### config.mk
export PLATFORM = sky130hd
export DESIGN_NAME = c_integer_literal_scanner_unit_flat
export DESIGN_NICKNAME = d
export VERILOG_FILES = /design/src/rtl/scl_pkg.sv /design/src/rtl/scl_char_if.sv /design/src/rtl/scl_result_if.sv /design/src/rtl/c_integer_literal_scanner_unit.sv /design/src/rtl/scl_step.sv /design/src/flat_wrapper.sv
export SDC_FILE = /design/constraint.sdc
export NUM_CORES = 1
export LEC_CHECK = 0
export BUFFER_PORTS_ARGS = -buffer_cell sky130_fd_sc_hd__buf_2
export CELL_PAD_IN_SITES_DETAIL_PLACEMENT = 1
export CELL_PAD_IN_SITES_GLOBAL_PLACEMENT = 1
export CORE_MARGIN = 5
export CORE_UTILIZATION = 40
export CTS_CLUSTER_DIAMETER = 100
export DETAILED_ROUTE_END_ITERATION = 8
export GPL_TIMING_DRIVEN = 0
export PLACE_DENSITY_LB_ADDON = 0.25
export SLEW_MARGIN = 20
export SYNTH_ARGS = -nofsm -noshare
export SYNTH_HDL_FRONTEND = slang
export SYNTH_SLANG_ARGS = --single-unit
### constraint.sdc
create_clock -name clk_i -period 13.86 [get_ports clk_i]
set_clock_uncertainty 0.05 [all_clocks]
set_input_delay 0.693 -clock clk_i [delete_from_list [all_inputs] [get_ports clk_i]]
set_output_delay 0.693 -clock clk_i [all_outputs]
set_load 0.02 [all_outputs]
### src/rtl/scl_pkg.sv
// shared types, codes and character constants for the integer literal scanner
`default_nettype none

package scl_pkg;

  // width of the value field on the result channel
  localparam int unsigned VALUE_BITS = 64;

  // digit code width and the code for a character that is no digit
  localparam int unsigned DIGIT_BITS = 5;
  localparam logic [DIGIT_BITS-1:0] NO_DIGIT = 5'd16;

  // radix values
  localparam logic [DIGIT_BITS-1:0] RADIX_VAL_DEC = 5'd10;
  localparam logic [DIGIT_BITS-1:0] RADIX_VAL_OCT = 5'd8;
  localparam logic [DIGIT_BITS-1:0] RADIX_VAL_HEX = 5'd16;

  // characters with a meaning of their own
  localparam logic [7:0] CH_ZERO    = 8'h30;
  localparam logic [7:0] CH_NINE    = 8'h39;
  localparam logic [7:0] CH_LOW_A   = 8'h61;
  localparam logic [7:0] CH_LOW_F   = 8'h66;
  localparam logic [7:0] CH_UP_A    = 8'h41;
  localparam logic [7:0] CH_UP_F    = 8'h46;
  localparam logic [7:0] CH_LOW_X   = 8'h78;
  localparam logic [7:0] CH_UP_X    = 8'h58;
  localparam logic [7:0] CH_LOW_U   = 8'h75;
  localparam logic [7:0] CH_UP_U    = 8'h55;
  localparam logic [7:0] CH_LOW_L   = 8'h6c;
  localparam logic [7:0] CH_UP_L    = 8'h4c;

  // position counter saturates here
  localparam logic [1:0] POS_SAT = 2'd2;

  // result status codes
  localparam logic STATUS_OK        = 1'b0;
  localparam logic STATUS_MALFORMED = 1'b1;

  // scan phase of the current literal
  typedef enum logic [2:0] {
    PH_DIGITS = 3'd0,
    PH_UFIRST = 3'd1,
    PH_LONE   = 3'd2,
    PH_LTWO   = 3'd3,
    PH_CLOSED = 3'd4
  } phase_e;

  // number base of the current literal
  typedef enum logic [1:0] {
    RADIX_DEC = 2'd0,
    RADIX_OCT = 2'd1,
    RADIX_HEX = 2'd2
  } radix_e;

  // control state carried from character to character
  typedef struct packed {
    phase_e     phase;
    radix_e     radix;
    logic [1:0] position;
    logic       seen_digit;
    logic       unsigned_flag;
    logic       long_upper;
    logic       failed;
  } scan_state_t;

  localparam scan_state_t SCAN_STATE_RESET = '{
    phase:         PH_DIGITS,
    radix:         RADIX_DEC,
    position:      2'd0,
    seen_digit:    1'b0,
    unsigned_flag: 1'b0,
    long_upper:    1'b0,
    failed:        1'b0
  };

  // status flags of one result item
  typedef struct packed {
    logic status;
    logic uns_flag;
  } scan_flags_t;

  // digit value of a character, NO_DIGIT when it is none
  function automatic logic [DIGIT_BITS-1:0] digit_of(input logic [7:0] c);
    logic [DIGIT_BITS-1:0] d;
    d = NO_DIGIT;
    if (c inside {[CH_ZERO:CH_NINE]}) begin
      d = {1'b0, c[3:0]};
    end else if (c inside {[CH_LOW_A:CH_LOW_F], [CH_UP_A:CH_UP_F]}) begin
      d = {1'b0, c[3:0]} + 5'd9;
    end
    return d;
  endfunction

endpackage

`default_nettype wire

### src/rtl/scl_char_if.sv
// character channel: one literal character per item with a last mark
`default_nettype none

interface scl_char_if;
  logic       valid;
  logic       ready;
  logic [7:0] char_code;
  logic       last_char;

  modport source (output valid, output char_code, output last_char, input ready);
  modport sink   (input valid, input char_code, input last_char, output ready);
endinterface

`default_nettype wire

### src/rtl/scl_result_if.sv
// result channel: status, value and unsigned flag of one literal per item
`default_nettype none

interface scl_result_if;
  logic                            valid;
  logic                            ready;
  logic                            status;
  logic [scl_pkg::VALUE_BITS-1:0]  value;
  logic                            uns_flag;

  modport source (output valid, output status, output value, output uns_flag, input ready);
  modport sink   (input valid, input status, input value, input uns_flag, output ready);
endinterface

`default_nettype wire

### src/rtl/c_integer_literal_scanner_unit.sv
// top level of the C integer literal scanner: input register, scan logic, result register
//
// Usage: characters of one C integer literal arrive on in_i, one per item,
// with last_char set on the final one. Each literal gives exactly one item
// on out_o when its last character has been scanned: status (0 ok,
// 1 malformed), the value zero-extended to 64 bits (zero when malformed) and
// the unsigned flag. Items without last_char give no result.
// Path: a character accepted into the input register is scanned from there by
// combinational logic, and a literal's result is captured in the output
// register when its last character is scanned.
// Throughput: one character per cycle while no last character waits, set by
// the combinational shift-add and overflow check of the fed-back accumulator.
// Reset: rst_ni clears the input and output valid flags and the scan state,
// so the next character starts a new literal.
// Stall: while out_o is held, characters without last_char keep being
// scanned; a last character waits in the input register until the pending
// result is taken, and in_i.ready drops while it waits.
`default_nettype none

module c_integer_literal_scanner_unit #(
  parameter int unsigned VALUE_WIDTH = 64
) (
  input  wire logic       clk_i,
  input  wire logic       rst_ni,
  scl_char_if.sink        in_i,
  scl_result_if.source    out_o
);

  logic                            s0_valid_q;
  logic [7:0]                      s0_char_q;
  logic                            s0_last_q;
  logic                            process;
  scl_pkg::scan_state_t            state_q;
  scl_pkg::scan_state_t            state_d;
  logic [VALUE_WIDTH-1:0]          acc_q;
  logic [VALUE_WIDTH-1:0]          acc_d;
  scl_pkg::scan_flags_t            flags;
  logic [scl_pkg::VALUE_BITS-1:0]  value;
  logic                            out_valid_q;
  scl_pkg::scan_flags_t            out_flags_q;
  logic [scl_pkg::VALUE_BITS-1:0]  out_value_q;

  // scan the held character when its result, if any, has room
  assign process  = s0_valid_q && (!s0_last_q || !out_valid_q || out_o.ready);
  assign in_i.ready = !s0_valid_q || process;

  // input register
  always_ff @(posedge clk_i or negedge rst_ni) begin
    if (!rst_ni) begin
      s0_valid_q <= 1'b0;
    end else if (in_i.ready) begin
      s0_valid_q <= in_i.valid;
    end
  end

  always_ff @(posedge clk_i) begin
    if (in_i.ready && in_i.valid) begin
      s0_char_q <= in_i.char_code;
      s0_last_q <= in_i.last_char;
    end
  end

  // scan logic
  scl_step #(
    .VALUE_WIDTH (VALUE_WIDTH)
  ) u_step (
    .char_code_i (s0_char_q),
    .last_char_i (s0_last_q),
    .state_i     (state_q),
    .acc_i       (acc_q),
    .state_o     (state_d),
    .acc_o       (acc_d),
    .flags_o     (flags),
    .value_o     (value)
  );

  // scan state
  always_ff @(posedge clk_i or negedge rst_ni) begin
    if (!rst_ni) begin
      state_q <= scl_pkg::SCAN_STATE_RESET;
      acc_q   <= '0;
    end else if (process) begin
      state_q <= state_d;
      acc_q   <= acc_d;
    end
  end

  // result register
  always_ff @(posedge clk_i or negedge rst_ni) begin
    if (!rst_ni) begin
      out_valid_q <= 1'b0;
    end else if (process && s0_last_q) begin
      out_valid_q <= 1'b1;
    end else if (out_o.ready) begin
      out_valid_q <= 1'b0;
    end
  end

  always_ff @(posedge clk_i) begin
    if (process && s0_last_q) begin
      out_flags_q <= flags;
      out_value_q <= value;
    end
  end

  // result channel
  assign out_o.valid    = out_valid_q;
  assign out_o.status   = out_flags_q.status;
  assign out_o.value    = out_value_q;
  assign out_o.uns_flag = out_flags_q.uns_flag;

endmodule

`default_nettype wire

### src/rtl/scl_step.sv
// next-state and result logic for one character of a literal
`default_nettype none

module scl_step #(
  parameter int unsigned VALUE_WIDTH = 64
) (
  input  logic [7:0]                      char_code_i,
  input  logic                            last_char_i,
  input  scl_pkg::scan_state_t            state_i,
  input  logic [VALUE_WIDTH-1:0]          acc_i,
  output scl_pkg::scan_state_t            state_o,
  output logic [VALUE_WIDTH-1:0]          acc_o,
  output scl_pkg::scan_flags_t            flags_o,
  output logic [scl_pkg::VALUE_BITS-1:0]  value_o
);

  localparam int unsigned WideBits = VALUE_WIDTH + 5;

  scl_pkg::scan_state_t            nxt;
  logic [VALUE_WIDTH-1:0]          acc_nxt;
  scl_pkg::radix_e                 radix_w;
  logic [scl_pkg::DIGIT_BITS-1:0]  radix_val;
  logic [scl_pkg::DIGIT_BITS-1:0]  digit;
  logic [WideBits-1:0]             acc_wide;
  logic [WideBits-1:0]             scaled;
  logic [WideBits-1:0]             sum;
  logic                            ovf;
  logic                            is_u;
  logic                            is_l;
  logic                            is_x;
  logic                            bad;
  logic                            uns;

  // character classes
  assign is_u  = (char_code_i == scl_pkg::CH_LOW_U) || (char_code_i == scl_pkg::CH_UP_U);
  assign is_l  = (char_code_i == scl_pkg::CH_LOW_L) || (char_code_i == scl_pkg::CH_UP_L);
  assign is_x  = (char_code_i == scl_pkg::CH_LOW_X) || (char_code_i == scl_pkg::CH_UP_X);
  assign digit = scl_pkg::digit_of(char_code_i);

  // leading zero switches to octal before the digit is judged
  always_comb begin
    radix_w = state_i.radix;
    if (state_i.position == 2'd0 && char_code_i == scl_pkg::CH_ZERO) begin
      radix_w = scl_pkg::RADIX_OCT;
    end
  end

  // radix as a number and accumulator times radix by shifts
  assign acc_wide = {5'b0, acc_i};
  always_comb begin
    case (radix_w)
      scl_pkg::RADIX_HEX: begin
        radix_val = scl_pkg::RADIX_VAL_HEX;
        scaled    = acc_wide << 4;
      end
      scl_pkg::RADIX_OCT: begin
        radix_val = scl_pkg::RADIX_VAL_OCT;
        scaled    = acc_wide << 3;
      end
      default: begin
        radix_val = scl_pkg::RADIX_VAL_DEC;
        scaled    = (acc_wide << 3) + (acc_wide << 1);
      end
    endcase
  end

  // add the digit and flag anything beyond the value width
  assign sum = scaled + WideBits'(digit);
  assign ovf = |sum[WideBits-1:VALUE_WIDTH];

  // character handling by phase
  always_comb begin
    nxt     = state_i;
    acc_nxt = acc_i;
    if (!state_i.failed) begin
      case (state_i.phase)
        scl_pkg::PH_DIGITS: begin
          nxt.radix = radix_w;
          if (state_i.position == 2'd1 && radix_w == scl_pkg::RADIX_OCT && is_x) begin
            nxt.radix      = scl_pkg::RADIX_HEX;
            nxt.seen_digit = 1'b0;
            acc_nxt        = '0;
          end else if (digit < radix_val) begin
            nxt.seen_digit = 1'b1;
            if (ovf) begin
              nxt.failed = 1'b1;
            end else begin
              acc_nxt = sum[VALUE_WIDTH-1:0];
            end
          end else if (!state_i.seen_digit) begin
            nxt.failed = 1'b1;
          end else if (is_u) begin
            nxt.unsigned_flag = 1'b1;
            nxt.phase         = scl_pkg::PH_UFIRST;
          end else if (is_l) begin
            nxt.long_upper = (char_code_i == scl_pkg::CH_UP_L);
            nxt.phase      = scl_pkg::PH_LONE;
          end else begin
            nxt.failed = 1'b1;
          end
        end
        scl_pkg::PH_UFIRST: begin
          if (is_l) begin
            nxt.long_upper = (char_code_i == scl_pkg::CH_UP_L);
            nxt.phase      = scl_pkg::PH_LONE;
          end else begin
            nxt.failed = 1'b1;
          end
        end
        scl_pkg::PH_LONE: begin
          if (char_code_i == (state_i.long_upper ? scl_pkg::CH_UP_L : scl_pkg::CH_LOW_L)) begin
            nxt.phase = scl_pkg::PH_LTWO;
          end else if (is_u && !state_i.unsigned_flag) begin
            nxt.unsigned_flag = 1'b1;
            nxt.phase         = scl_pkg::PH_CLOSED;
          end else begin
            nxt.failed = 1'b1;
          end
        end
        scl_pkg::PH_LTWO: begin
          if (is_u && !state_i.unsigned_flag) begin
            nxt.unsigned_flag = 1'b1;
            nxt.phase         = scl_pkg::PH_CLOSED;
          end else begin
            nxt.failed = 1'b1;
          end
        end
        default: begin
          nxt.failed = 1'b1;
        end
      endcase
    end
    if (state_i.position != scl_pkg::POS_SAT) begin
      nxt.position = state_i.position + 2'd1;
    end
  end

  // result of a literal ending on this character
  always_comb begin
    bad = nxt.failed || !nxt.seen_digit;
    uns = nxt.unsigned_flag;
    if (!bad && !uns && acc_nxt[VALUE_WIDTH-1]) begin
      if (nxt.radix == scl_pkg::RADIX_DEC) begin
        bad = 1'b1;
      end else begin
        uns = 1'b1;
      end
    end
  end

  assign flags_o.status   = bad ? scl_pkg::STATUS_MALFORMED : scl_pkg::STATUS_OK;
  assign flags_o.uns_flag = !bad && uns;
  assign value_o          = bad ? '0 : scl_pkg::VALUE_BITS'(acc_nxt);

  // the last character returns the scanner to its start
  assign state_o = last_char_i ? scl_pkg::SCAN_STATE_RESET : nxt;
  assign acc_o   = last_char_i ? '0 : acc_nxt;

endmodule

`default_nettype wire

### src/flat_wrapper.sv
// flat-port wrapper written by rule: the top's interface ports become plain ports
module c_integer_literal_scanner_unit_flat 
#(
  parameter int unsigned VALUE_WIDTH = 64
)
  (clk_i, rst_ni, in_i_valid, in_i_char_code, in_i_last_char, in_i_ready, out_o_valid, out_o_status, out_o_value, out_o_uns_flag, out_o_ready);
  scl_char_if in_i_i ();
  scl_result_if out_o_i ();
  input  wire logic clk_i;
  input  wire logic rst_ni;
  input wire logic [$bits(in_i_i.valid)-1:0] in_i_valid;
  input wire logic [$bits(in_i_i.char_code)-1:0] in_i_char_code;
  input wire logic [$bits(in_i_i.last_char)-1:0] in_i_last_char;
  output wire logic [$bits(in_i_i.ready)-1:0] in_i_ready;
  output wire logic [$bits(out_o_i.valid)-1:0] out_o_valid;
  output wire logic [$bits(out_o_i.status)-1:0] out_o_status;
  output wire logic [$bits(out_o_i.value)-1:0] out_o_value;
  output wire logic [$bits(out_o_i.uns_flag)-1:0] out_o_uns_flag;
  input wire logic [$bits(out_o_i.ready)-1:0] out_o_ready;
  assign in_i_i.valid = in_i_valid;
  assign in_i_i.char_code = in_i_char_code;
  assign in_i_i.last_char = in_i_last_char;
  assign in_i_ready = in_i_i.ready;
  assign out_o_valid = out_o_i.valid;
  assign out_o_status = out_o_i.status;
  assign out_o_value = out_o_i.value;
  assign out_o_uns_flag = out_o_i.uns_flag;
  assign out_o_i.ready = out_o_ready;
  c_integer_literal_scanner_unit #(.VALUE_WIDTH(VALUE_WIDTH)) u_core (.clk_i(clk_i), .rst_ni(rst_ni), .in_i(in_i_i), .out_o(out_o_i));
endmodule
==> results.py <==
metrics = {
    "status": {
        "outcome": "complete, no violations",
    },
    "cells_and_area": {
        "final_nets": 1973,
        "layout-area-overhead-vs-synth_pct": 11.1,
        "layout.cells.non_filler": 2363,
        "layout-drive-gt1-share": 0.124,
        "final.fill_count": 4387,
        "finalInstanceArea_um2": 16300,
    },
    "route": {
        "drt_drc_violations_left": 0,
        "firstDrtPassIters": 5,
        "wl_per_cell_um": 28.3,
        "routed_wire_length_mm": 66.9,
        "routed-via-count": 15700,
        "route.antenna.remaining_nets": 0,
        "drt_first_iter_violations": 1244,
        "vias_per_cell": 6.65,
    },
    "power_and_ir_drop": {
        "power.switching_mw": 0.428,
        "sw_ratio": 0.341,
        "powerDensity_nw_per_um2": 77.0,
        "power.internal_mw": 0.825,
        "worst_ir_drop_vdd_mv": 0.0878,
        "share_comb_of_total_power": 0.215,
        "power.share.sequential": 0.399,
        "share_clk_of_total_power": 0.386,
        "power.static_leakage_nw": 6.10,
    },
    "worst_setup_path": {
        "reg2reg_depth": 37,
        "worstPathMaxFanout": 10,
        "critical_path.max_stage_delay_ns": 0.83,
        "critPathLaunchType": "flip-flop",
        "crit_slowest_cell": "sky130_fd_sc_hd__clkbuf_1",
        "worst_endpoint_required_time_ns": 14.13,
        "cell_with_the_most_instances_on_the_worst_path": "sky130_fd_sc_hd__buf_2",
        "critical_path_arrival_ns": 13.30,
        "crit_type": "flip-flop to flip-flop",
        "setup.worst_path.end_class": "flip-flop",
    },
    "grt": {
        "met1_usage": 0.422,
        "grt_use_met2": 0.525,
        "grt_first_pass_wirelength_mm": 101,
        "antenna_found_initial": 1,
        "globalRoute.busiestLayer": "met2",
        "number_of_global_route_vias_before_repair": 16000,
        "gr-usage-all-layers": 0.324,
        "grt_use_met3": 0.0612,
        "grt-ovfl-total": 0,
        "grt_start_max_net_pins": 49,
    },
    "placement": {
        "place.detailed.hpwl_mm": 52.7,
        "gp_weighted_congestion": 0.986,
        "place.detailed.instances": 2330,
        "placed_area_um2": 15700,
        "buffer_ports.inserted": 80,
    },
    "yosys": {
        "synth_ff_type": "sky130_fd_sc_hd__dfrtp_1",
        "proportion_of_synthesized_flip_flops_having_asynchronous_set_or_reset": 0.507,
        "area_of_the_mapped_netlist_um2": 14600,
        "synth_largest_type_area_fraction": 0.154,
        "synth.ff_latch_count": 152,
        "yosysWarnings": 0,
        "post_synth_inst_count": 1780,
        "postSynthNetCount": 1872,
        "synthDistinctLibCells": 104,
        "synthesis.area_per_instance_um2": 8.22,
        "yosysTopAreaCell": "sky130_fd_sc_hd__edfxtp_1",
        "synth_edf_count": 75,
        "synth_seq_area_share": 0.285,
        "ys_top_cells_by_area": "sky130_fd_sc_hd__edfxtp_1, sky130_fd_sc_hd__dfrtp_1, sky130_fd_sc_hd__ha_1",
    },
    "sta": {
        "post-route-min-period_ns": 13.02,
        "grt_setup_unrepaired": "no",
        "timing.hold.ws_ns": 0.0696,
        "setup_viol": 0,
        "max_slew_margin": 0.285,
        "max_freq_ghz": 0.0768,
        "timing_worst_slew_pin_value_ns": 1.07,
        "finalSetupTns_ns": 0,
        "final_min_period_over_clock_period": 0.940,
        "timing_hold_violations_final": 0,
        "timing_max_transition_violations_final": 0,
    },
    "clock_tree": {
        "post-cts-setup-buffer-count": 0,
        "clock-sinks": 152,
        "cts_root_buf": "sky130_fd_sc_hd__clkbuf_16",
        "worst_setup_hold_path_clk_slew_ns": 0.07,
        "ctsHoldBuffers": 0,
        "cts.path.max_buffers": 2,
        "numCtsBuffers": 17,
        "cts_htree_levels": 4,
        "tritoncts": "yes",
        "cts.repair.resized": 0,
        "worst_skew_pair.late_latency_ns": 0.46,
    },
    "floorplanning": {
        "initial_util": 0.403,
        "floorplan.io_pins": 81,
        "floorplan.core_area_um2": 36300,
        "floorplan.die.width_um": 201,
        "core.rowCount": 70,
        "die_span_y_um": 201,
        "die_outline_area_um2": 40500,
    },
    "worst_hold_path": {
        "hold_class": "input pin to async pin",
    },
    "job": {
        "max-cap-violations": 0,
    },
}
## critical path: cells and delay by family (launching register included)
| family | cells | cell delay [ns] |
|---|---|---|
| adders and majority gates | 4 | 1.06 |
| and+or+nand+nor | 17 | 5.20 |
| AOI/OAI and AO/OA | 2 | 0.28 |
| DFF | 1 | 0.48 |
| buffers and inverters | 13 | 5.53 |
| xor gates and xnor gates | 1 | 0.26 |
## Yosys cell counts (all sizes together), types with 12 or more instances
cell type and n:
o211ai 20, o31ai 18, inv 44, a31oi 20, nand4 51, a221oi 47, o21ai 113, xnor2 52
dfrtp 77, a21oi 142, nor3 46, nor4 20, nor2b 13, ha 77, nand2b 16, a211oi 18
nor2 200, buf 67, edfxtp 75, a221o 14, and2 12, nand2 179, a22o 60, nand3 33
a22oi 69, and3 15, clkbuf 55, xor2 30, a21o 19, mux2i 15
## cells by family after synthesis
group | count (synthesis) | synth area share
muxes | 18 | 0.0126
and+or+nand+nor | 654 | 0.221
xor gates and xnor gates | 82 | 0.0491
adders and majority gates | 79 | 0.0685
AOI/OAI and AO/OA | 629 | 0.310
DFF | 152 | 0.285
buffers and inverters | 166 | 0.0537
## state kept, by name, indices dropped and copies added, names as in the netlist
name                   count
u_core.out_o.value        64
u_core.s0_last_q           1
u_core.out_o.status        1
u_core.acc_q              64
u_core.s0_valid_q          1
u_core.out_o.uns_flag      1
u_core.state_q            11
u_core.out_o.valid         1
u_core.s0_char_q           8
## stage by stage
step | utilization | setup WS [ns] | power, mW
final | 0.448 | 0.836 | 1.25
after global routing | 0.448 | 0.390 | 1.30
after CTS | 0.447 | 1.08 | 1.26
after detailed placement | 0.432 | 1.15 | 0.772
after global placement | 0.430 | 1.16 | 0.764
after floorplan | - | 5.92 | 0.668
## final cells by class
cell class              count  area (µm²)  area share
diodes                      1        2.50    0.000154
plain buffers             122         622      0.0382
clock buffers              19         443      0.0272
clock inverters            13         133     0.00815
inverters                  44         168      0.0103
multi-input cells        1462        9680       0.595
flip-flops and latches    152        4180       0.257
well taps                 468         586      0.0360
repair buffers             82         454      0.0279
## per-layer routing
metal / part of all wire / wire length, µm
met5: 0.0015 / 100
met4: 0.046 / 3070
met3: 0.061 / 4110
met2: 0.45 / 30400
met1: 0.44 / 29200
## cells in the final DEF, fill, tap and decap left out, drive strengths merged, types with 12 or more instances in the layout
cell type,netlist,final
xor2,30,30
a22o,60,60
and2,12,12
and3,15,15
dfrtp,77,77
a221o,14,14
a22oi,69,69
a21oi,142,142
clkbuf,55,74
nor4,20,20
o31ai,18,18
o21ai,113,113
nand2,179,179
xnor2,52,52
a31oi,20,20
o211ai,20,20
a221oi,47,47
mux2i,15,15
buf,67,149
nor2b,13,13
nor2,200,200
nor3,46,46
nand2b,16,16
inv,44,51
nand3,33,33
nand4,51,51
edfxtp,75,75
a211oi,18,18
a21o,19,19
ha,77,77
## power groups by stage
stage          sequential (mW)  clock [mW]  combinational [mW]
2_1_floorplan            0.517           0               0.150
3_3_place_gp             0.509           0               0.256
3_5_place_dp             0.508           0               0.263
4_1_cts                  0.499       0.491               0.265
5_1_grt                  0.501       0.513               0.287
6_report                 0.500       0.484               0.269
## path summary, 6_finish.rpt
path | start | to | slack [ns]
max in group asynchronous | rst_ni | u_core.state_q[2] | 13.07
min | rst_ni | u_core.acc_q[35] | 0.07
min in group clk_i | in_i_char_code[5] | u_core.s0_char_q[5] | 0.36
max reg2reg | u_core.s0_char_q[0] | u_core.out_o.value[2] | 0.84
max | u_core.s0_char_q[0] | u_core.out_o.value[2] | 0.84
min reg2reg | u_core.state_q[4] | u_core.state_q[4] | 0.47
No activity file was read; power rests on OpenSTA's default activity.
